==> src/design/fcr_pkg.sv <==
// Package for the framed command receiver: widths, codes and the frame view
// passed from the framer to the executor. No dependencies.
package fcr_pkg;

	localparam int CAPTURE_DEPTH = 16;
	localparam int CAP_IDX_W     = $clog2(CAPTURE_DEPTH);
	localparam int CFG_DATA_W    = 16;

	localparam logic [7:0]  SYNC_CODE_RST = 8'd254;
	localparam logic [15:0] PULSES_RST    = 16'd1900;
	localparam logic [14:0] SPEED_SCALE   = 15'd100;

	typedef enum logic [0:0] {
		REG_SYNC_CODE = 1'b0,
		REG_PULSES    = 1'b1
	} cfg_reg_t;

	localparam logic [7:0] TYPE_CONTROL = 8'd1;
	localparam logic [7:0] TYPE_PARAM   = 8'd2;
	localparam logic [7:0] TYPE_MOTOR   = 8'd3;

	localparam logic [7:0] CMD_RUN  = 8'h72;
	localparam logic [7:0] CMD_STOP = 8'h73;
	localparam logic [7:0] CMD_TX   = 8'h74;

	localparam logic [1:0] TX_SEL_LAST = 2'd2;

	typedef enum logic [1:0] {
		KIND_CONTROL = 2'd0,
		KIND_PARAM   = 2'd1,
		KIND_MOTOR   = 2'd2,
		KIND_OTHER   = 2'd3
	} kind_t;

	typedef enum logic [0:0] {
		ST_OK       = 1'b0,
		ST_MISMATCH = 1'b1
	} status_t;

	// Captured bytes as seen at frame completion, the final byte included.
	typedef struct packed {
		logic       done;
		logic [7:0] final_byte;
		logic [7:0] sum;
		logic [7:0] typ;
		logic [7:0] d2;
		logic [7:0] d3;
		logic [7:0] d4;
		logic [7:0] d5;
		logic [7:0] d6;
		logic [7:0] d7;
		logic [7:0] d14;
		logic [7:0] d15;
	} frame_t;

endpackage

==> src/design/fcr_ifs.sv <==
// Handshake interfaces for the received byte channel and the result channel.
// No dependencies.
interface fcr_rx_if;
	logic       valid;
	logic       ready;
	logic [7:0] rx_byte;

	modport source (output valid, output rx_byte, input ready);
	modport sink (input valid, input rx_byte, output ready);
endinterface

interface fcr_res_if;
	logic        valid;
	logic        ready;
	logic        status;
	logic [1:0]  frame_kind;
	logic        run_enabled;
	logic        tx_enabled;
	logic [1:0]  tx_select;
	logic [23:0] distance_pulses;
	logic [14:0] speed_limit;
	logic [7:0]  pass_value;
	logic [23:0] pid_gains;
	logic [15:0] steer_gains;
	logic [7:0]  motor_index;
	logic [7:0]  motor_dir;

	modport source (output valid, output status, output frame_kind, output run_enabled,
		output tx_enabled, output tx_select, output distance_pulses, output speed_limit,
		output pass_value, output pid_gains, output steer_gains, output motor_index,
		output motor_dir, input ready);
	modport sink (input valid, input status, input frame_kind, input run_enabled,
		input tx_enabled, input tx_select, input distance_pulses, input speed_limit,
		input pass_value, input pid_gains, input steer_gains, input motor_index,
		input motor_dir, output ready);
endinterface

==> src/design/framed_command_receiver.sv <==
// Framed command receiver: one received byte per transaction, one result per frame.
// A frame's final byte passes through the input-stage register and then its result is registered in the result stage.
// Throughput: one byte per cycle, limited only by the result channel being held.
// Reset clears all frame state, the capture store and the held registers, and
// loads sync_code 254 and pulses_per_metre 1900. Depends on fcr_pkg, fcr_ifs, fcr_framer and fcr_exec.
module framed_command_receiver (
	input  logic                               clk,
	input  logic                               arst_n,
	input  logic                               cfg_we,
	input  fcr_pkg::cfg_reg_t                  cfg_index,
	input  logic [fcr_pkg::CFG_DATA_W-1:0]     cfg_data,
	fcr_rx_if.sink                             rx,
	fcr_res_if.source                          res
);
	import fcr_pkg::*;

	logic [7:0]  sync_code_q;
	logic [15:0] pulses_q;
	logic        valid_s1;
	logic [7:0]  byte_s1;
	logic        advance;
	logic        step;
	frame_t      frame;

	assign advance  = !res.valid || res.ready;
	assign rx.ready = !valid_s1 || advance;
	assign step     = valid_s1 && advance;

	always_ff @(posedge clk or negedge arst_n) begin
		if (!arst_n) begin
			sync_code_q <= SYNC_CODE_RST;
			pulses_q    <= PULSES_RST;
		end else if (cfg_we) begin
			case (cfg_index)
				REG_SYNC_CODE: sync_code_q <= cfg_data[7:0];
				REG_PULSES:    pulses_q    <= cfg_data[15:0];
				default: begin
				end
			endcase
		end
	end

	always_ff @(posedge clk or negedge arst_n) begin
		if (!arst_n) begin
			valid_s1 <= 1'b0;
		end else if (rx.ready) begin
			valid_s1 <= rx.valid;
		end
	end

	always_ff @(posedge clk) begin
		if (rx.valid && rx.ready) begin
			byte_s1 <= rx.rx_byte;
		end
	end

	fcr_framer u_framer (
		.clk       (clk),
		.arst_n    (arst_n),
		.step      (step),
		.byte_s1   (byte_s1),
		.sync_code (sync_code_q),
		.frame     (frame)
	);

	fcr_exec u_exec (
		.clk              (clk),
		.arst_n           (arst_n),
		.advance          (advance),
		.frame            (frame),
		.pulses_per_metre (pulses_q),
		.res              (res)
	);

	assert property (@(posedge clk) disable iff (!arst_n)
		res.tx_select != 2'd3)
		else $error("Transmit select left its 0 to 2 range.");

	assert property (@(posedge clk) disable iff (!arst_n)
		$rose(res.valid) |-> $past(valid_s1))
		else $error("Result appeared without a byte in the input stage.");

	assert property (@(posedge clk) disable iff (!arst_n)
		res.valid && res.status |->
			(res.frame_kind == KIND_PARAM) || (res.frame_kind == KIND_MOTOR))
		else $error("Checksum mismatch reported for a frame type without a check.");

	assert property (@(posedge clk) disable iff (!arst_n)
		valid_s1 && res.valid && !res.ready |-> !rx.ready)
		else $error("Byte accepted while the input stage is blocked.");

endmodule

==> src/design/fcr_framer.sv <==
// Frame tracker: sync detection, length, position, running sum and byte capture.
// Depends on fcr_pkg.
module fcr_framer (
	input  logic              clk,
	input  logic              arst_n,
	input  logic              step,
	input  logic [7:0]        byte_s1,
	input  logic [7:0]        sync_code,
	output fcr_pkg::frame_t   frame
);
	import fcr_pkg::*;

	logic       in_frame_q;
	logic [7:0] pos_q;
	logic [7:0] len_q;
	logic [7:0] sum_q;
	logic [7:0] cap_q [CAPTURE_DEPTH];

	logic is_sync;
	logic take_len;
	logic take_body;
	logic take_last;
	logic do_store;

	assign is_sync   = (byte_s1 == sync_code);
	assign take_len  = in_frame_q && !is_sync && (pos_q == 8'd0);
	assign take_body = in_frame_q && !is_sync && (pos_q != 8'd0) && (pos_q < len_q);
	assign take_last = in_frame_q && !is_sync && (pos_q != 8'd0) && (pos_q == len_q);
	assign do_store  = (take_body || take_last) && (int'(pos_q) < CAPTURE_DEPTH);

	always_ff @(posedge clk or negedge arst_n) begin
		if (!arst_n) begin
			in_frame_q <= 1'b0;
			pos_q      <= '0;
			len_q      <= '0;
			sum_q      <= '0;
			for (int i = 0; i < CAPTURE_DEPTH; i++) begin
				cap_q[i] <= '0;
			end
		end else if (step) begin
			if (is_sync) begin
				in_frame_q <= 1'b1;
				pos_q      <= '0;
				sum_q      <= '0;
				for (int i = 0; i < CAPTURE_DEPTH; i++) begin
					cap_q[i] <= '0;
				end
			end else begin
				if (take_len) begin
					len_q <= byte_s1;
					pos_q <= 8'd1;
				end
				if (take_body) begin
					pos_q <= pos_q + 8'd1;
					if (pos_q >= 8'd2) begin
						sum_q <= sum_q + byte_s1;
					end
				end
				if (take_last) begin
					in_frame_q <= 1'b0;
				end
				if (do_store) begin
					cap_q[pos_q[CAP_IDX_W-1:0]] <= byte_s1;
				end
			end
		end
	end

	function automatic logic [7:0] view(input int idx, input logic [7:0] p,
		input logic [7:0] b, input logic [7:0] stored);
		return (p == 8'(idx)) ? b : stored;
	endfunction

	always_comb begin
		frame.done       = step && take_last;
		frame.final_byte = byte_s1;
		frame.sum        = sum_q;
		frame.typ        = view(1, pos_q, byte_s1, cap_q[1]);
		frame.d2         = view(2, pos_q, byte_s1, cap_q[2]);
		frame.d3         = view(3, pos_q, byte_s1, cap_q[3]);
		frame.d4         = view(4, pos_q, byte_s1, cap_q[4]);
		frame.d5         = view(5, pos_q, byte_s1, cap_q[5]);
		frame.d6         = view(6, pos_q, byte_s1, cap_q[6]);
		frame.d7         = view(7, pos_q, byte_s1, cap_q[7]);
		frame.d14        = view(14, pos_q, byte_s1, cap_q[14]);
		frame.d15        = view(15, pos_q, byte_s1, cap_q[15]);
	end

endmodule

==> src/design/fcr_exec.sv <==
// Frame decoder with the held command registers and the result register.
// Depends on fcr_pkg and fcr_res_if.
module fcr_exec (
	input  logic            clk,
	input  logic            arst_n,
	input  logic            advance,
	input  fcr_pkg::frame_t frame,
	input  logic [15:0]     pulses_per_metre,
	fcr_res_if.source       res
);
	import fcr_pkg::*;

	logic        valid_q;
	status_t     status_q;
	kind_t       kind_q;
	logic        run_q;
	logic        tx_q;
	logic [1:0]  tx_sel_q;
	logic [23:0] dist_q;
	logic [14:0] speed_q;
	logic [7:0]  pass_q;
	logic [23:0] gain_q;
	logic [15:0] steer_q;
	logic [7:0]  motor_idx_q;
	logic [7:0]  motor_dir_q;

	kind_t       kind_d;
	logic        sum_ok;
	logic        motor_ok;
	logic [23:0] dist_d;
	logic [14:0] speed_d;

	always_comb begin
		case (frame.typ)
			TYPE_CONTROL: kind_d = KIND_CONTROL;
			TYPE_PARAM:   kind_d = KIND_PARAM;
			TYPE_MOTOR:   kind_d = KIND_MOTOR;
			default:      kind_d = KIND_OTHER;
		endcase
	end

	assign sum_ok   = (frame.sum == frame.final_byte);
	assign motor_ok = (frame.d4 == 8'(frame.d2 + frame.d3));
	assign dist_d   = {16'd0, frame.d2} * {8'd0, pulses_per_metre};
	assign speed_d  = {7'd0, frame.d3} * SPEED_SCALE;

	always_ff @(posedge clk or negedge arst_n) begin
		if (!arst_n) begin
			valid_q     <= 1'b0;
			status_q    <= ST_OK;
			kind_q      <= KIND_CONTROL;
			run_q       <= 1'b0;
			tx_q        <= 1'b0;
			tx_sel_q    <= '0;
			dist_q      <= '0;
			speed_q     <= '0;
			pass_q      <= '0;
			gain_q      <= '0;
			steer_q     <= '0;
			motor_idx_q <= '0;
			motor_dir_q <= '0;
		end else if (advance) begin
			valid_q <= frame.done;
			if (frame.done) begin
				kind_q   <= kind_d;
				status_q <= ST_OK;
				case (kind_d)
					KIND_CONTROL: begin
						if (frame.d2 == CMD_RUN) begin
							run_q <= 1'b1;
						end else if (frame.d2 == CMD_STOP) begin
							run_q <= 1'b0;
						end else if (frame.d2 == CMD_TX) begin
							tx_q     <= 1'b1;
							tx_sel_q <= (tx_sel_q >= TX_SEL_LAST) ? 2'd0 : tx_sel_q + 2'd1;
						end
					end
					KIND_PARAM: begin
						if (sum_ok) begin
							dist_q  <= dist_d;
							speed_q <= speed_d;
							pass_q  <= frame.d4;
							gain_q  <= {frame.d5, frame.d6, frame.d7};
							steer_q <= {frame.d14, frame.d15};
						end else begin
							status_q <= ST_MISMATCH;
						end
					end
					KIND_MOTOR: begin
						if (motor_ok) begin
							motor_idx_q <= frame.d2;
							motor_dir_q <= frame.d3;
						end else begin
							status_q <= ST_MISMATCH;
						end
					end
					default: begin
					end
				endcase
			end
		end
	end

	assign res.valid           = valid_q;
	assign res.status          = status_q;
	assign res.frame_kind      = kind_q;
	assign res.run_enabled     = run_q;
	assign res.tx_enabled      = tx_q;
	assign res.tx_select       = tx_sel_q;
	assign res.distance_pulses = dist_q;
	assign res.speed_limit     = speed_q;
	assign res.pass_value      = pass_q;
	assign res.pid_gains       = gain_q;
	assign res.steer_gains     = steer_q;
	assign res.motor_index     = motor_idx_q;
	assign res.motor_dir       = motor_dir_q;

endmodule

==> src/flat_wrapper.sv <==
// flat-port wrapper written by rule: the top's interface ports become plain ports
module framed_command_receiver_flat import fcr_pkg::*;
  (clk, arst_n, cfg_we, cfg_index, cfg_data, rx_valid, rx_rx_byte, rx_ready, res_valid, res_status, res_frame_kind, res_run_enabled, res_tx_enabled, res_tx_select, res_distance_pulses, res_speed_limit, res_pass_value, res_pid_gains, res_steer_gains, res_motor_index, res_motor_dir, res_ready);
  fcr_rx_if rx_i ();
  fcr_res_if res_i ();
  input  logic clk;
  input  logic arst_n;
  input  logic cfg_we;
  input  fcr_pkg::cfg_reg_t cfg_index;
  input  logic [fcr_pkg::CFG_DATA_W-1:0] cfg_data;
  input wire logic [$bits(rx_i.valid)-1:0] rx_valid;
  input wire logic [$bits(rx_i.rx_byte)-1:0] rx_rx_byte;
  output wire logic [$bits(rx_i.ready)-1:0] rx_ready;
  output wire logic [$bits(res_i.valid)-1:0] res_valid;
  output wire logic [$bits(res_i.status)-1:0] res_status;
  output wire logic [$bits(res_i.frame_kind)-1:0] res_frame_kind;
  output wire logic [$bits(res_i.run_enabled)-1:0] res_run_enabled;
  output wire logic [$bits(res_i.tx_enabled)-1:0] res_tx_enabled;
  output wire logic [$bits(res_i.tx_select)-1:0] res_tx_select;
  output wire logic [$bits(res_i.distance_pulses)-1:0] res_distance_pulses;
  output wire logic [$bits(res_i.speed_limit)-1:0] res_speed_limit;
  output wire logic [$bits(res_i.pass_value)-1:0] res_pass_value;
  output wire logic [$bits(res_i.pid_gains)-1:0] res_pid_gains;
  output wire logic [$bits(res_i.steer_gains)-1:0] res_steer_gains;
  output wire logic [$bits(res_i.motor_index)-1:0] res_motor_index;
  output wire logic [$bits(res_i.motor_dir)-1:0] res_motor_dir;
  input wire logic [$bits(res_i.ready)-1:0] res_ready;
  assign rx_i.valid = rx_valid;
  assign rx_i.rx_byte = rx_rx_byte;
  assign rx_ready = rx_i.ready;
  assign res_valid = res_i.valid;
  assign res_status = res_i.status;
  assign res_frame_kind = res_i.frame_kind;
  assign res_run_enabled = res_i.run_enabled;
  assign res_tx_enabled = res_i.tx_enabled;
  assign res_tx_select = res_i.tx_select;
  assign res_distance_pulses = res_i.distance_pulses;
  assign res_speed_limit = res_i.speed_limit;
  assign res_pass_value = res_i.pass_value;
  assign res_pid_gains = res_i.pid_gains;
  assign res_steer_gains = res_i.steer_gains;
  assign res_motor_index = res_i.motor_index;
  assign res_motor_dir = res_i.motor_dir;
  assign res_i.ready = res_ready;
  framed_command_receiver u_core (.clk(clk), .arst_n(arst_n), .cfg_we(cfg_we), .cfg_index(cfg_index), .cfg_data(cfg_data), .rx(rx_i), .res(res_i));
endmodule
==> config.mk <==
export PLATFORM = sky130hd
export DESIGN_NAME = framed_command_receiver_flat
export DESIGN_NICKNAME = d
export VERILOG_FILES = /design/src/design/fcr_pkg.sv /design/src/design/fcr_ifs.sv /design/src/design/framed_command_receiver.sv /design/src/design/fcr_framer.sv /design/src/design/fcr_exec.sv /design/src/flat_wrapper.sv
export SDC_FILE = /design/constraint.sdc
export NUM_CORES = 1
export LEC_CHECK = 0
export BUFFER_PORTS_ARGS = -buffer_cell sky130_fd_sc_hd__buf_2
export CAP_MARGIN = 20
export CORE_ASPECT_RATIO = 1.25
export CORE_UTILIZATION = 45
export CTS_BUF_LIST = sky130_fd_sc_hd__clkbuf_16
export DETAILED_ROUTE_END_ITERATION = 16
export GPL_ROUTABILITY_DRIVEN = 0
export MAX_ROUTING_LAYER = met4
export PLACE_DENSITY_LB_ADDON = 0.3
export SYNTH_ARGS = -nofsm -noshare
export SYNTH_HDL_FRONTEND = slang
export SYNTH_SLANG_ARGS = --single-unit
==> constraint.sdc <==
create_clock -name clk -period 5.64 [get_ports clk]
set_input_delay 0.564 -clock clk [delete_from_list [all_inputs] [get_ports clk]]
set_output_delay 0.564 -clock clk [all_outputs]
set_load 0.1 [all_outputs]
# Yosys cells after proc, flatten, opt, wreduce, memory -nomap -nowiden
# Index checks and enable logic that the tools add are counted.
dict set report word_totals {
  latchBits 0
  memories 0
  romBits 0
  ram_bits 0
  ff_bits 295
}
dict set report op_classes {
  order_cmp 6
  n_eq_ne 21
  mul 2
  bitwise_logic 5
  n_reduce_logical 37
  addsub 4
  shift 0
  div_mod_pow 0
  muxes 29
}
# op count
set op_table {}
lappend op_table {{$mux 128} 2}
lappend op_table {{$bwmux 128} 1}
lappend op_table {{$mux 8} 16}
lappend op_table {{$demux 8 s4} 1}
lappend op_table {{$eq 8x2->1 const B} 4}
lappend op_table {{$eq 8x3->1 const B} 4}
lappend op_table {{$eq 8x8->1} 4}
lappend op_table {{$eq 8x7->1 const B} 3}
lappend op_table {{$mul 8x16->24} 1}
lappend op_table {{$add 8x8->8} 2}
lappend op_table {{$eq 8x1->1 const B} 2}
lappend op_table {{$eq 8x4->1 const B} 2}
lappend op_table {{$mul 8x5->13 const B} 1}
lappend op_table {{$reduce_and 2->1} 6}
lappend op_table {{$reduce_and 4->1} 3}
lappend op_table {{$logic_and 1x1->1} 10}
lappend op_table {{$reduce_bool 2->1} 5}
lappend op_table {{$add 8x1->8 const B} 1}
lappend op_table {{$ge 8x2->1 const B} 1}
lappend op_table {{$logic_not 8->1} 1}
lappend op_table {{$lt 8x5->1 const B} 1}
lappend op_table {{$lt 8x8->1} 1}
lappend op_table {{$reduce_bool 8->1} 1}
lappend op_table {{$mux 1} 6}
lappend op_table {{other kinds (17)} 25}

# Logic depth before layout (Yosys ltp)
# Gate-level depths: netlist (run 1).
dict set report logic_depth {
  ltp_word 9
  depth_mapped 24
  mapped_depth_nobuf 21
}

# Cells and area by module
# A second synthesis (run 1) with hierarchy kept.
dict set report hier_totals {
  hier_cells 1584
  hier_area_um2 16369.4
}
# module cells_per_inst n_inst seq_area_each_um2 area_each_um2
set modules_own_cells {}
lappend modules_own_cells {fcr_exec 1029 1 2727.6 9404.0}
lappend modules_own_cells {fcr_framer 489 1 2427.3 5662.9}
lappend modules_own_cells {framed_command_receiver 66 1 883.3 1302.5}

# Worst setup path after synthesis (run 1)
# No wires, ideal clock.
dict set report synth_timing {
  path_kind {flip-flop to flip-flop}
  from {reg u_core.u_framer.pos_q[6]}
  to {reg u_core.u_exec.dist_q[20] (netlist: u_core.u_exec.res.distance_pulses[20])}
  path_stages_with_launch 23
  setup_ns 0.136
  arrival_time_ns 5.920
  slack_ns -0.416
  n_path_buf 3
  required_time_ns 5.504
  cell_sequence {dfrtp_1 > nor4_4 > nand4_2 > buf_2 > mux2_2 > clkbuf_1 > clkbuf_1 > and2_1 > fa_1 > fa_1 > fa_1 > inv_1 > fa_1 > inv_1 > ha_1 > a21oi_1 > o21ai_0 > a221o_1 > a31o_2 > a211o_1 > a21oi_1 > mux2i_1 > o211ai_1}
}
# element line
set synth_rtl {}
lappend synth_rtl {{from (decl)} fcr_framer.sv:14} ;# logic [7:0] pos_q;
lappend synth_rtl {{from (signal assigned)} fcr_framer.sv:54} ;# pos_q <= pos_q + 8'd1;
lappend synth_rtl {{to (signal assigned)} fcr_exec.sv:80} ;# dist_q <= dist_d;
lappend synth_rtl {{to (decl)} fcr_exec.sv:19} ;# logic [23:0] dist_q;

# Worst setup path after layout (run 1)
dict set report layout_timing {
  from {reg u_core.u_framer.pos_q[6]}
  to {reg u_core.u_exec.dist_q[20] (netlist: u_core.u_exec.res.distance_pulses[20])}
}
dict set report layout_via {
  elab_chain_cells 6
}
# element
set layout_lines {}
lappend layout_lines {{parallel branches: the longest is 6 deep, another holds $mul 8x16->24}}
# Several ways; the timed one is not identified.
# A chain may end at the register's enable or synchronous reset.

==> results.py, run 1 <==
metrics = {
    "die": {
        "rows": 76,
        "start_util_pct": 45.6,
        "dieArea_sq_um": 35700,
        "io_pins": 142,
        "core_area_sq_um": 34400,
        "die_w_um": 169,
        "fp.dieH_um": 211,
    },
    "detailed_routing": {
        "firstDrtPassIters": 5,
        "wl_met3_um": 1880,
        "detailroute.via_count": 12071,
        "detail_route.wirelength.met1_um": 17000,
        "drt_wl_total_um": 42100,
        "wire_per_inst_um": 18.8,
        "dr.max_layer_used": "met4",
        "drc": 0,
        "antenna_left": 0,
        "drt_iter0_drc": 733,
        "avgViaCountPerCell": 5.38,
        "met2_length_um": 21800,
    },
    "sta": {
        "fmax_mhz": 174,
        "setup_ws_ns": -0.0994,
        "period_share_pct": 102,
        "clock_skew_ns": 0.0269,
        "setup_tns_ns": -0.183,
        "max_slew_margin_pct": 35.6,
        "hold_ws_ns": -0.0492,
        "finalHoldViolCount": 16,
        "setup_viol": 5,
        "finalCriticalPeriod_ns": 5.74,
        "rsz0062_at_grt": "true",
        "tightest_slew_ns": 0.959,
        "slew_viol_final": 0,
    },
    "synth": {
        "synthSimpleGateAreaFrac_pct": 16.0,
        "yosys_warnings": 0,
        "synth_top_family_by_area": "adder cells",
        "ys_seq_elements": 239,
        "synth_compound_area_share_pct": 12.2,
        "synth-main-ff-cell": "dfrtp_1",
        "syn_avg_cell_area_sq_um": 10.0,
        "synth-adder-area-share_pct": 19.4,
        "synth_mux_area_share_pct": 5.73,
        "async_flop_share_pct": 96.7,
        "syn_inst": 1569,
        "synth_xor_area_share_pct": 2.73,
        "syn-cell-area_sq_um": 15700,
        "ys_seq_area_share_pct": 38.4,
        "synth_edf_count": 8,
        "ys_types": 73,
    },
    "global_routing": {
        "grt_pass1_vias": 12379,
        "grt_pass1_wl_um": 66800,
        "antenna_found_initial": 0,
        "grt_max_degree": 150,
        "grt_overflow": 0,
        "grt_usage_pct": 24.6,
    },
    "worst_setup_path": {
        "crit_start": "u_core.u_framer.pos_q[6]$_DFFE_PN0P_",
        "worstPathArrival_ns": 6.15,
        "crit_top_cell": "fa_1",
        "worst-path-max-fanout": 6,
        "cp_slowest_cell": "fa_1",
        "end_kind": "register",
        "worstRegToRegCells": 19,
        "reg2reg_slack_ns": -0.1,
        "r2r_end": "u_core.u_exec.res.distance_pulses[20]$_DFFE_PN0P_",
        "cp_cell_sequence": "nor4_4, nand4_2, buf_12, mux2_4, and2_4, fa_1, fa_1, fa_1, inv_1, fa_1, inv_1, ha_4, and2_4, a221o_1, a31o_2, a211o_1, a21oi_2, mux2i_1, o211ai_1",
        "cp.required_ns": 6.05,
        "slowest_delay_ns": 0.53,
        "critPathLaunchType": "register",
        "endpoint": "u_core.u_exec.res.distance_pulses[20]$_DFFE_PN0P_",
        "worstSetupPathType": "reg2reg",
        "r2r-start": "u_core.u_framer.pos_q[6]$_DFFE_PN0P_",
    },
    "finish": {
        "postLayoutCellArea_sq_um": 18600,
        "area_growth_pct": 18.4,
        "fin_cells": 2243,
        "fin_nets": 1975,
        "drive_gt1_share_pct": 22.8,
        "fill_cells": 3069,
    },
    "placed_design": {
        "placed_area_sq_um": 17400,
        "port_buffers": 139,
        "place_hpwl_um": 29800,
        "dp_cells": 2179,
    },
    "run": {
        "maxCapViolCount": 0,
    },
    "clocking": {
        "cts_inserted_buffers": 25,
        "htree_levels": 1,
        "clock_path_buffers": 3,
        "cts_tree": "yes",
        "path_clk_slew_ns": 0.07,
        "cts_root_buf": "clkbuf_16",
        "clk_latency_ns": 0.57,
        "hold_buffers": 0,
        "clock_sinks": 239,
    },
    "status": {
        "status": "complete, but fails checks",
        "violations": "hold timing, setup timing",
    },
    "hold_path": {
        "hp-class": "in2async",
    },
}
[metrics by stage]
step                      setup WS (ns)  util, %  hold WS [ns]
after CTS                       -0.0317     53.1       0.00394
after global routing             -0.315     54.0        0.0265
final                           -0.0994     54.0       -0.0492
after floorplan                 -0.0961        -         0.268
after detailed placement         -0.145     50.6         0.451
after global placement          -0.0549     50.6         0.447
[repair_timing]
action | CTS | global route
endpoints found under the hold margin | 0 | 0
pin swaps | 2 | 34
endpoints found under the setup margin | 7 | 14
gates cloned | 2 | 2
gates resized for setup | 8 | 43
setup buffers | 0 | 13
[area by class of cell]
cell class / count / area, sq um / area share, %
clock inverters: 21 / 176 / 0.948
diodes: 1 / 2.50 / 0.0135
repair buffers: 230 / 1470 / 7.91
well taps: 468 / 586 / 3.15
flip-flops and latches: 239 / 6040 / 32.5
clock buffers: 25 / 626 / 3.36
multi-input cells: 1115 / 9160 / 49.2
inverters: 144 / 541 / 2.91
[per-layer routing]
layer | GRT usage, % | up-vias
met5 | - | -
met1 | 29.3 | 5995
met4 | 8.20 | 0
li1 | - | 5649
met2 | 43.5 | 330
met3 | 2.62 | 97
[layout by cell type (no fill, tap or decap), drive strengths merged, types with 26 or more instances in the layout]
cell type  netlist  routed
ha             101     101
fa              89      89
nand2          240     240
dfrtp          217     217
mux2            56      59
clkbuf          61      26
and2           119     119
xnor2           32      32
a21oi           36      36
a31oi           35      35
buf             14     229
inv            144     153
nor2            58      58
a22o            64      64
o21ai           70      70
[cells in the mapped netlist, drive strengths merged, types with 17 or more instances]
cell,count,area (sq um)
a22o,64,561
a21oi,36,180
nor2b,21,131
a31oi,35,219
and2,119,744
ha,101,1260
mux2,56,668
mux2i,22,233
inv,144,541
a21o,17,128
dfrtp,217,5430
nor2,58,225
xor2,17,149
clkbuf,61,229
fa,89,1780
nand2,240,901
xnor2,32,280
o21ai,70,350
[kinds of logic after synthesis]
logic type	after synthesis
flip-flops	239
adder cells (fa/ha/maj)	190
multiplexers	78
AND/OR/NAND/NOR	511
other	1
AO/OA/AOI/OAI	282
XOR/XNOR	49
buffers and inverters	219
[worst min-delay path by stage]
| stage | startpoint | slack [ns] | to | cells past startpoint |
|---|---|---|---|---|
| after floorplan | arst_n | 0.27 | u_core.pulses_q[0]$_DFFE_PN0P_ | 0 |
| after global placement | u_core.u_exec.res.tx_enabled$_DFFE_PN0P_ | 0.45 | u_core.u_exec.res.tx_enabled$_DFFE_PN0P_ | 1 |
| after detailed placement | u_core.u_exec.res.tx_enabled$_DFFE_PN0P_ | 0.45 | u_core.u_exec.res.tx_enabled$_DFFE_PN0P_ | 1 |
| after CTS | arst_n | 0.004 | u_core.pulses_q[11]$_DFFE_PN0P_ | 1 |
| after global routing | arst_n | 0.03 | u_core.pulses_q[11]$_DFFE_PN0P_ | 1 |
| final | arst_n | -0.05 | u_core.pulses_q[11]$_DFFE_PN0P_ | 1 |
[state kept, by name, summed over array words and instances (netlist names), 13 cells and up]
name,flops
u_core.u_framer.cap_q,72
u_core.u_exec.res.distance_pulses,24
u_core.u_exec.res.pid_gains,24
u_core.pulses_q,16
u_core.u_exec.res.steer_gains,16
u_core.u_exec.res.speed_limit,13
[critical path: cells and delay by family, from the launching register on]
kind	cells	cell delay [ns]
adder cells (fa/ha/maj)	5	2.34
AO/OA/AOI/OAI	5	1.12
AND/OR/NAND/NOR	4	0.84
multiplexers	2	0.55
flip-flops	1	0.42
buffers and inverters	3	0.32
Power of run 1 is left out: the tool's default activity adds up to more than one toggle a clock period on the data nets, which glitch-free logic cannot reach.
==> run 2, diff against run 1 <==
--- a/config.mk
+++ b/config.mk
@@ -5,6 +5,7 @@
 export SDC_FILE = /design/constraint.sdc
 export NUM_CORES = 1
 export LEC_CHECK = 0
+export ABC_AREA = 1
 export BUFFER_PORTS_ARGS = -buffer_cell sky130_fd_sc_hd__buf_2
 export CAP_MARGIN = 20
 export CORE_ASPECT_RATIO = 1.25
==> results.py, run 2 <==
metrics = {
    "detailed_routing": {
        "drt_iter0_drc": 835,
        "drc": 0,
        "firstDrtPassIters": 5,
        "detailroute.via_count": 13667,
        "antenna_left": 0,
        "wire_per_inst_um": 17.1,
        "avgViaCountPerCell": 5.23,
        "drt_wl_total_um": 44700,
    },
    "worst_setup_path": {
        "worst-path-max-fanout": 16,
        "cp_slowest_cell": "fa_1",
        "critPathLaunchType": "register",
        "worstSetupPathType": "reg2reg",
        "end_kind": "register",
        "cp_cell_sequence": "inv_4, nand2_2, nor2_4, nand2_4, o21ai_4, clkinvlp_2, nor2_1, fa_1, inv_1, fa_1, fa_1, fa_1, inv_1, ha_1, nand2_1, nor4_4, buf_4, a21oi_2, o21bai_1, xor2_1, nand2_1, o21ai_0, inv_1",
        "path_buf_inv": 6,
        "worstPathArrival_ns": 5.90,
        "slowest_delay_ns": 0.56,
        "crit_top_cell": "fa_1",
        "cp.required_ns": 6.09,
        "critPathTopFamily": "adder cells",
    },
    "clocking": {
        "cts_tree": "yes",
        "clk_latency_ns": 0.57,
        "cts_root_buf": "clkbuf_16",
        "clock_sinks": 239,
        "path_clk_slew_ns": 0.06,
        "htree_levels": 1,
        "clock_path_buffers": 3,
        "cts_inserted_buffers": 26,
    },
    "global_routing": {
        "grt_max_degree": 122,
        "grt_pass1_wl_um": 71000,
        "grt_overflow": 0,
        "grt_usage_pct": 24.7,
        "antenna_found_initial": 0,
        "grt_pass1_vias": 13685,
    },
    "synth": {
        "synth_common_cells": "nand2_1 (462), inv_1 (269), dfrtp_1 (217)",
        "async_flop_share_pct": 96.7,
        "syn_avg_cell_area_sq_um": 8.35,
        "ys_seq_area_share_pct": 36.8,
        "synth_edf_count": 8,
        "yosys_warnings": 0,
        "ys_seq_elements": 239,
        "syn_inst": 1966,
        "synth.most_common_cell": "nand2_1",
        "synth-main-ff-cell": "dfrtp_1",
        "synth_top_area_cell": "dfrtp_1",
        "syn-cell-area_sq_um": 16400,
        "synth_area_leaders": "dfrtp_1 (33%), fa_1 (11%), nand2_1 (11%)",
        "synth_top_area_share_pct": 33.1,
        "ys_types": 58,
    },
    "finish": {
        "fin_nets": 2341,
        "layout_commonest_cell": "nand2_1",
        "utilization_pct": 52.5,
        "fin_cells": 2614,
        "largest-register": "u_core.u_framer.cap_q",
        "largest_register_ffs": 72,
        "drive_gt1_share_pct": 16.4,
        "num_antenna_cells": 0,
        "area_growth_pct": 14.0,
        "layout_common_cells": "nand2_1 (459), inv_1 (274), dfrtp_1 (217), o21ai_0 (186), nor2_1 (174)",
    },
    "die": {
        "io_pins": 142,
        "start_util_pct": 46.0,
        "core_area_sq_um": 35600,
        "fp.dieH_um": 216,
        "rows": 77,
        "die_w_um": 173,
        "dieArea_sq_um": 37200,
    },
    "sta": {
        "period_share_pct": 96.6,
        "fmax_mhz": 183,
        "tightest_slew_ns": 1.06,
        "rsz0062_at_grt": "true",
        "hold_ws_ns": 0.0925,
        "slew_viol_final": 0,
        "setup_tns_ns": 0,
        "setup_viol": 0,
        "clock_skew_ns": 0.0320,
        "max_slew_margin_pct": 28.3,
        "finalHoldViolCount": 0,
        "finalCriticalPeriod_ns": 5.45,
    },
    "status": {
        "status": "complete, no violations",
    },
    "placed_design": {
        "port_buffers": 139,
        "place_hpwl_um": 33700,
        "dp_cells": 2562,
    },
    "run": {
        "maxCapViolCount": 0,
    },
    "hold_path": {
        "hp-class": "in2async",
    },
    "power_and_ir_drop": {
        "cellLeakagePower_uw": 0.00962,
        "power_density_nw_per_um2": 657,
        "ir_drop_uv": 493,
        "total_power_uw": 12300,
    },
}
run 2: stage by stage:
| step | setup slack [ns] | area [sq um] |
|---|---|---|
| final | 0.190 | 18700 |
| after global routing | -0.0418 | 18700 |
| after CTS | 0.0433 | 18600 |
| after detailed placement | -0.0513 | 17700 |
| after global placement | 0.103 | 17700 |
| after floorplan | 0.301 | 16400 |
run 2: cell type report:
| class | instances | area (sq um) |
|---|---|---|
| fill | 3371 | 16900 |
| multi-input combinational | 1388 | 9040 |
| sequential | 239 | 6040 |
| timing repair buffer | 186 | 1090 |
| inverter | 279 | 1050 |
| clock buffer | 27 | 676 |
| tap | 474 | 593 |
| clock inverter | 20 | 213 |
| timing repair inverter | 1 | 5.00 |
run 2: power breakdown:
group | switching, uW | internal, uW | leakage [uW]
Sequential | 163 | 2000 | 0.00317
Combinational | 5400 | 2950 | 0.00601
Clock | 735 | 1050 | 0.000449
Total | 6300 | 6000 | 0.00962
run 2: cells by family (layout without fill, tap and decap cells):
kind of cell | after synthesis | in the layout | synth area share [%]
flops | 239 | 239 | 36.8
compound gates | 361 | 361 | 12.1
simple gates | 795 | 795 | 21.6
mux | 1 | 1 | 0.0686
xor+xnor | 39 | 39 | 2.08
fa+ha+maj | 190 | 190 | 18.6
other cells | 1 | 2 | 0.0229
buf+inv | 340 | 513 | 8.69
run 2: repair_timing:
action | CTS | global route
endpoints found under the setup margin | 1 | 16
hold endpoints to repair | 0 | 0
cloned | 0 | 1
hold buffers | 0 | 0
gates resized for setup | 1 | 28
setup buffers | 0 | 4
run 2: metal layers:
metal	wire length (um)	track usage [%]	vias to the layer above	share of wire, %
li1	-	-	6558	-
met1	17000	26.7	6582	38
met3	1980	3.15	127	4.4
met4	2180	11.7	0	4.9
met2	23500	44.7	400	53
met5	0	-	-	0
run 2: worst reg2reg max path, cell delays in order (launching register included):
cell	delay, ns
dfrtp_1	0.44
inv_4	0.13
nand2_2	0.11
nor2_4	0.14
nand2_4	0.15
o21ai_4	0.23
clkinvlp_2	0.31
nor2_1	0.24
fa_1	0.42
inv_1	0.09
fa_1	0.44
fa_1	0.52
fa_1	0.56
inv_1	0.05
ha_1	0.30
nand2_1	0.14
nor4_4	0.33
buf_4	0.17
a21oi_2	0.06
o21bai_1	0.15
xor2_1	0.16
nand2_1	0.06
o21ai_0	0.10
inv_1	0.05
run 2: final timing paths:
kind,startpoint,end,slack [ns],cells past startpoint
max,u_core.u_framer.pos_q[3]$_DFFE_PN0P_,u_core.u_exec.res.distance_pulses[19]$_DFFE_PN0P_,0.19,23
min,arst_n,u_core.u_exec.res.speed_limit[9]$_DFFE_PN0P_,0.09,1
max reg2reg,u_core.u_framer.pos_q[3]$_DFFE_PN0P_,u_core.u_exec.res.distance_pulses[19]$_DFFE_PN0P_,0.19,23
min reg2reg,u_core.u_exec.res.tx_enabled$_DFFE_PN0P_,u_core.u_exec.res.tx_enabled$_DFFE_PN0P_,0.47,2
max in group asynchronous,arst_n,u_core.u_exec.res.tx_select[0]$_DFFE_PN0P_,4.41,2
min in group clk,rx_rx_byte[7],u_core.byte_s1[7]$_DFFE_PP_,0.19,1
(Power assumes the default switching activity.)
==> run 3, diff against run 2 <==
--- a/config.mk
+++ b/config.mk
@@ -17,4 +17,5 @@
 export PLACE_DENSITY_LB_ADDON = 0.3
 export SYNTH_ARGS = -nofsm -noshare
 export SYNTH_HDL_FRONTEND = slang
+export SYNTH_HIERARCHICAL = 1
 export SYNTH_SLANG_ARGS = --single-unit
==> results.py, run 3 <==
metrics = {
    "synth": {
        "syn-cell-area_sq_um": 17400,
        "synth_area_leaders": "dfrtp_1 (31%), nand2_1 (16%), fa_1 (10%)",
        "synth_top_area_cell": "dfrtp_1",
        "synth-main-ff-cell": "dfrtp_1",
        "yosys_warnings": 6,
        "synth_top_area_share_pct": 31.2,
        "ys_seq_area_share_pct": 34.7,
        "syn_avg_cell_area_sq_um": 7.71,
        "synth_edf_count": 8,
        "ys_seq_elements": 239,
        "synth_common_cells": "nand2_1 (732), inv_1 (339), dfrtp_1 (217)",
        "ys_types": 44,
        "synth.most_common_cell": "nand2_1",
        "async_flop_share_pct": 96.7,
        "syn_inst": 2255,
    },
    "finish": {
        "postLayoutCellArea_sq_um": 19300,
        "multi_input_comb_area_sq_um": 9440,
        "layout_common_cells": "nand2_1 (730), inv_1 (343), dfrtp_1 (215), buf_2 (139), nor2_1 (124)",
        "largest_register_ffs": 72,
        "area_growth_pct": 10.8,
        "fin_nets": 2574,
        "layout_commonest_cell": "nand2_1",
        "num_antenna_cells": 0,
        "drive_gt1_share_pct": 13.7,
        "fill_cells": 3667,
        "regArea_sq_um": 6040,
        "largest-register": "u_core/u_framer/cap_q",
    },
    "power_and_ir_drop": {
        "netSwitchingPower_uw": 4070,
        "power_frac_seq_pct": 22.8,
        "power_density_nw_per_um2": 447,
        "ir_drop_uv": 312,
        "total_power_uw": 8620,
        "comb_power_share_pct": 58.3,
        "cellLeakagePower_uw": 0.0112,
        "swShare_pct": 47.3,
        "clkPwrFrac_pct": 18.9,
        "intPower_uw": 4550,
    },
    "global_routing": {
        "grt_max_degree": 164,
        "grt_overflow": 0,
        "grt_pass1_vias": 15004,
        "grt_pass1_wl_um": 77200,
        "grt_usage_pct": 25.5,
        "antenna_found_initial": 0,
    },
    "die": {
        "core_area_sq_um": 38100,
        "io_pins": 142,
        "dieArea_sq_um": 39400,
        "fp.dieH_um": 222,
        "start_util_pct": 45.6,
        "rows": 80,
        "die_w_um": 178,
    },
    "worst_setup_path": {
        "reg2reg_slack_ns": 0.20,
        "worstSetupPathType": "reg2reg",
        "critPathLaunchType": "register",
        "crit_start": "u_core/u_framer/pos_q[7]$_DFFE_PN0P_",
        "worstPathArrival_ns": 5.85,
        "critPathTopFamily": "adder cells",
        "worst-path-max-fanout": 15,
        "end_kind": "register",
        "crit_cells": 22,
        "path_buf_inv": 5,
        "crit_top_cell": "fa_1",
        "cp.required_ns": 6.05,
        "r2r-start": "u_core/u_framer/pos_q[7]$_DFFE_PN0P_",
        "cp_slowest_cell": "fa_1",
        "worstRegToRegCells": 22,
        "cp_cell_sequence": "nor2_2, nand3_4, nor2_4, nand3_2, buf_6, o21ai_1, buf_6, nand2_1, fa_1, fa_1, inv_1, fa_1, inv_1, fa_1, inv_1, ha_2, a21oi_1, o21ai_2, nor2_1, o21ai_2, xnor2_1, o21ai_0",
        "slowest_delay_ns": 0.58,
        "r2r_end": "u_core/u_exec/res.distance_pulses[10]$_DFFE_PN0P_",
    },
    "sta": {
        "fmax_mhz": 184,
        "period_share_pct": 96.5,
        "setup_viol": 0,
        "finalHoldViolCount": 0,
        "slew_viol_final": 0,
        "setup_ws_ns": 0.197,
        "tightest_slew_ns": 1.02,
        "clock_skew_ns": 0.0156,
        "max_slew_margin_pct": 31.7,
        "finalCriticalPeriod_ns": 5.44,
    },
    "clocking": {
        "clock_sinks": 239,
        "cts_inserted_buffers": 25,
        "clock_path_buffers": 3,
        "clk_latency_ns": 0.56,
        "path_clk_slew_ns": 0.06,
        "cts_root_buf": "clkbuf_16",
        "htree_levels": 1,
        "cts_tree": "yes",
    },
    "detailed_routing": {
        "drt_iter0_drc": 999,
        "wire_per_inst_um": 16.6,
        "firstDrtPassIters": 6,
        "detailroute.via_count": 14866,
        "avgViaCountPerCell": 5.19,
        "antenna_left": 0,
        "drt_wl_total_um": 47400,
        "drc": 0,
    },
    "placed_design": {
        "place_hpwl_um": 34400,
        "port_buffers": 139,
        "placed_area_sq_um": 18300,
        "dp_slack_ns": 0.0255,
    },
    "status": {
        "status": "complete, no violations",
    },
    "run": {
        "maxCapViolCount": 0,
    },
    "hold_path": {
        "whs_path_depth": 1,
        "hp-class": "in2reg",
        "min_from": "rx_rx_byte[6]",
        "hold_path_end": "u_core/byte_s1[6]$_DFFE_PP_",
    },
}
## run 3: cell types whose count changed in the layout (fill, tap and decap cells not counted), moves of 36 or more
cell     change
o21ai_1     -57
a21oi_1     +53
nand4_1     +74
nand3_1     +36
inv_1       +69
o21ai_0    -120
nor2_1      -50
nand2_1    +271
## run 3: final cells by class
type                       count  area share [%]
clock buffer                  26            3.38
inverter                     350            6.82
timing repair buffer         177            5.59
sequential                   239            31.3
multi-input combinational   1560            49.0
clock inverter                19           0.714
tap                          492            3.19
## run 3: power groups by stage
stage	logic [uW]	registers [uW]	clock network (uW)
after global placement	4710	1990	0
after CTS	4840	1960	1680
after detailed placement	4810	1990	0
after global routing	5700	1970	1740
after floorplan	3610	1960	0
final	5030	1960	1630
## run 3: how the worst max path moves through the flow
stage                                                             end  slack (ns)
finish              u_core/u_exec/res.distance_pulses[10]$_DFFE_PN0P_        0.20
global route        u_core/u_exec/res.distance_pulses[22]$_DFFE_PN0P_       -0.06
CTS                 u_core/u_exec/res.distance_pulses[10]$_DFFE_PN0P_        0.02
detailed placement  u_core/u_exec/res.distance_pulses[10]$_DFFE_PN0P_        0.03
global placement    u_core/u_exec/res.distance_pulses[10]$_DFFE_PN0P_        0.15
floorplan           u_core/u_exec/res.distance_pulses[15]$_DFFE_PN0P_        0.04
## run 3: kinds of logic (layout without fill, tap and decap cells)
family,count (synthesis),count (layout),synth area share (%)
flip-flops,239,239,34.7
adder cells (fa/ha/maj),191,191,17.6
buffers and inverters,457,572,11.5
AND/OR/NAND/NOR,1113,1113,27.5
AO/OA/AOI/OAI,219,219,6.89
other,1,2,0.0216
XOR/XNOR,35,35,1.76
## run 3: per-layer routing
metal / global-route usage, % / wire, um / up-vias
met1: 29.3 / 18800 / 7085
met4: 10.8 / 2140 / 0
met5: - / 0 / -
met3: 2.76 / 2200 / 126
met2: 44.5 / 24300 / 445
li1: - / - / 7210
## run 3: stage by stage
step / instances / util [%] / hold WS, ns / setup TNS (ns)
after floorplan: 2256 / - / 0.268 / 0
after global placement: 2812 / 48.1 / 0.449 / 0
after detailed placement: 2812 / 48.1 / 0.459 / 0
after CTS: 2858 / 50.2 / 0.162 / 0
after global routing: 2863 / 50.5 / 0.173 / -0.188
final: 2863 / 50.5 / 0.182 / 0
## run 3: what timing repair did
item,4_1_cts,5_1_grt
resized for setup,0,27
setup endpoints to repair,0,16
hold endpoints to repair,68,0
hold buffers,1,0
setup buffers,0,3
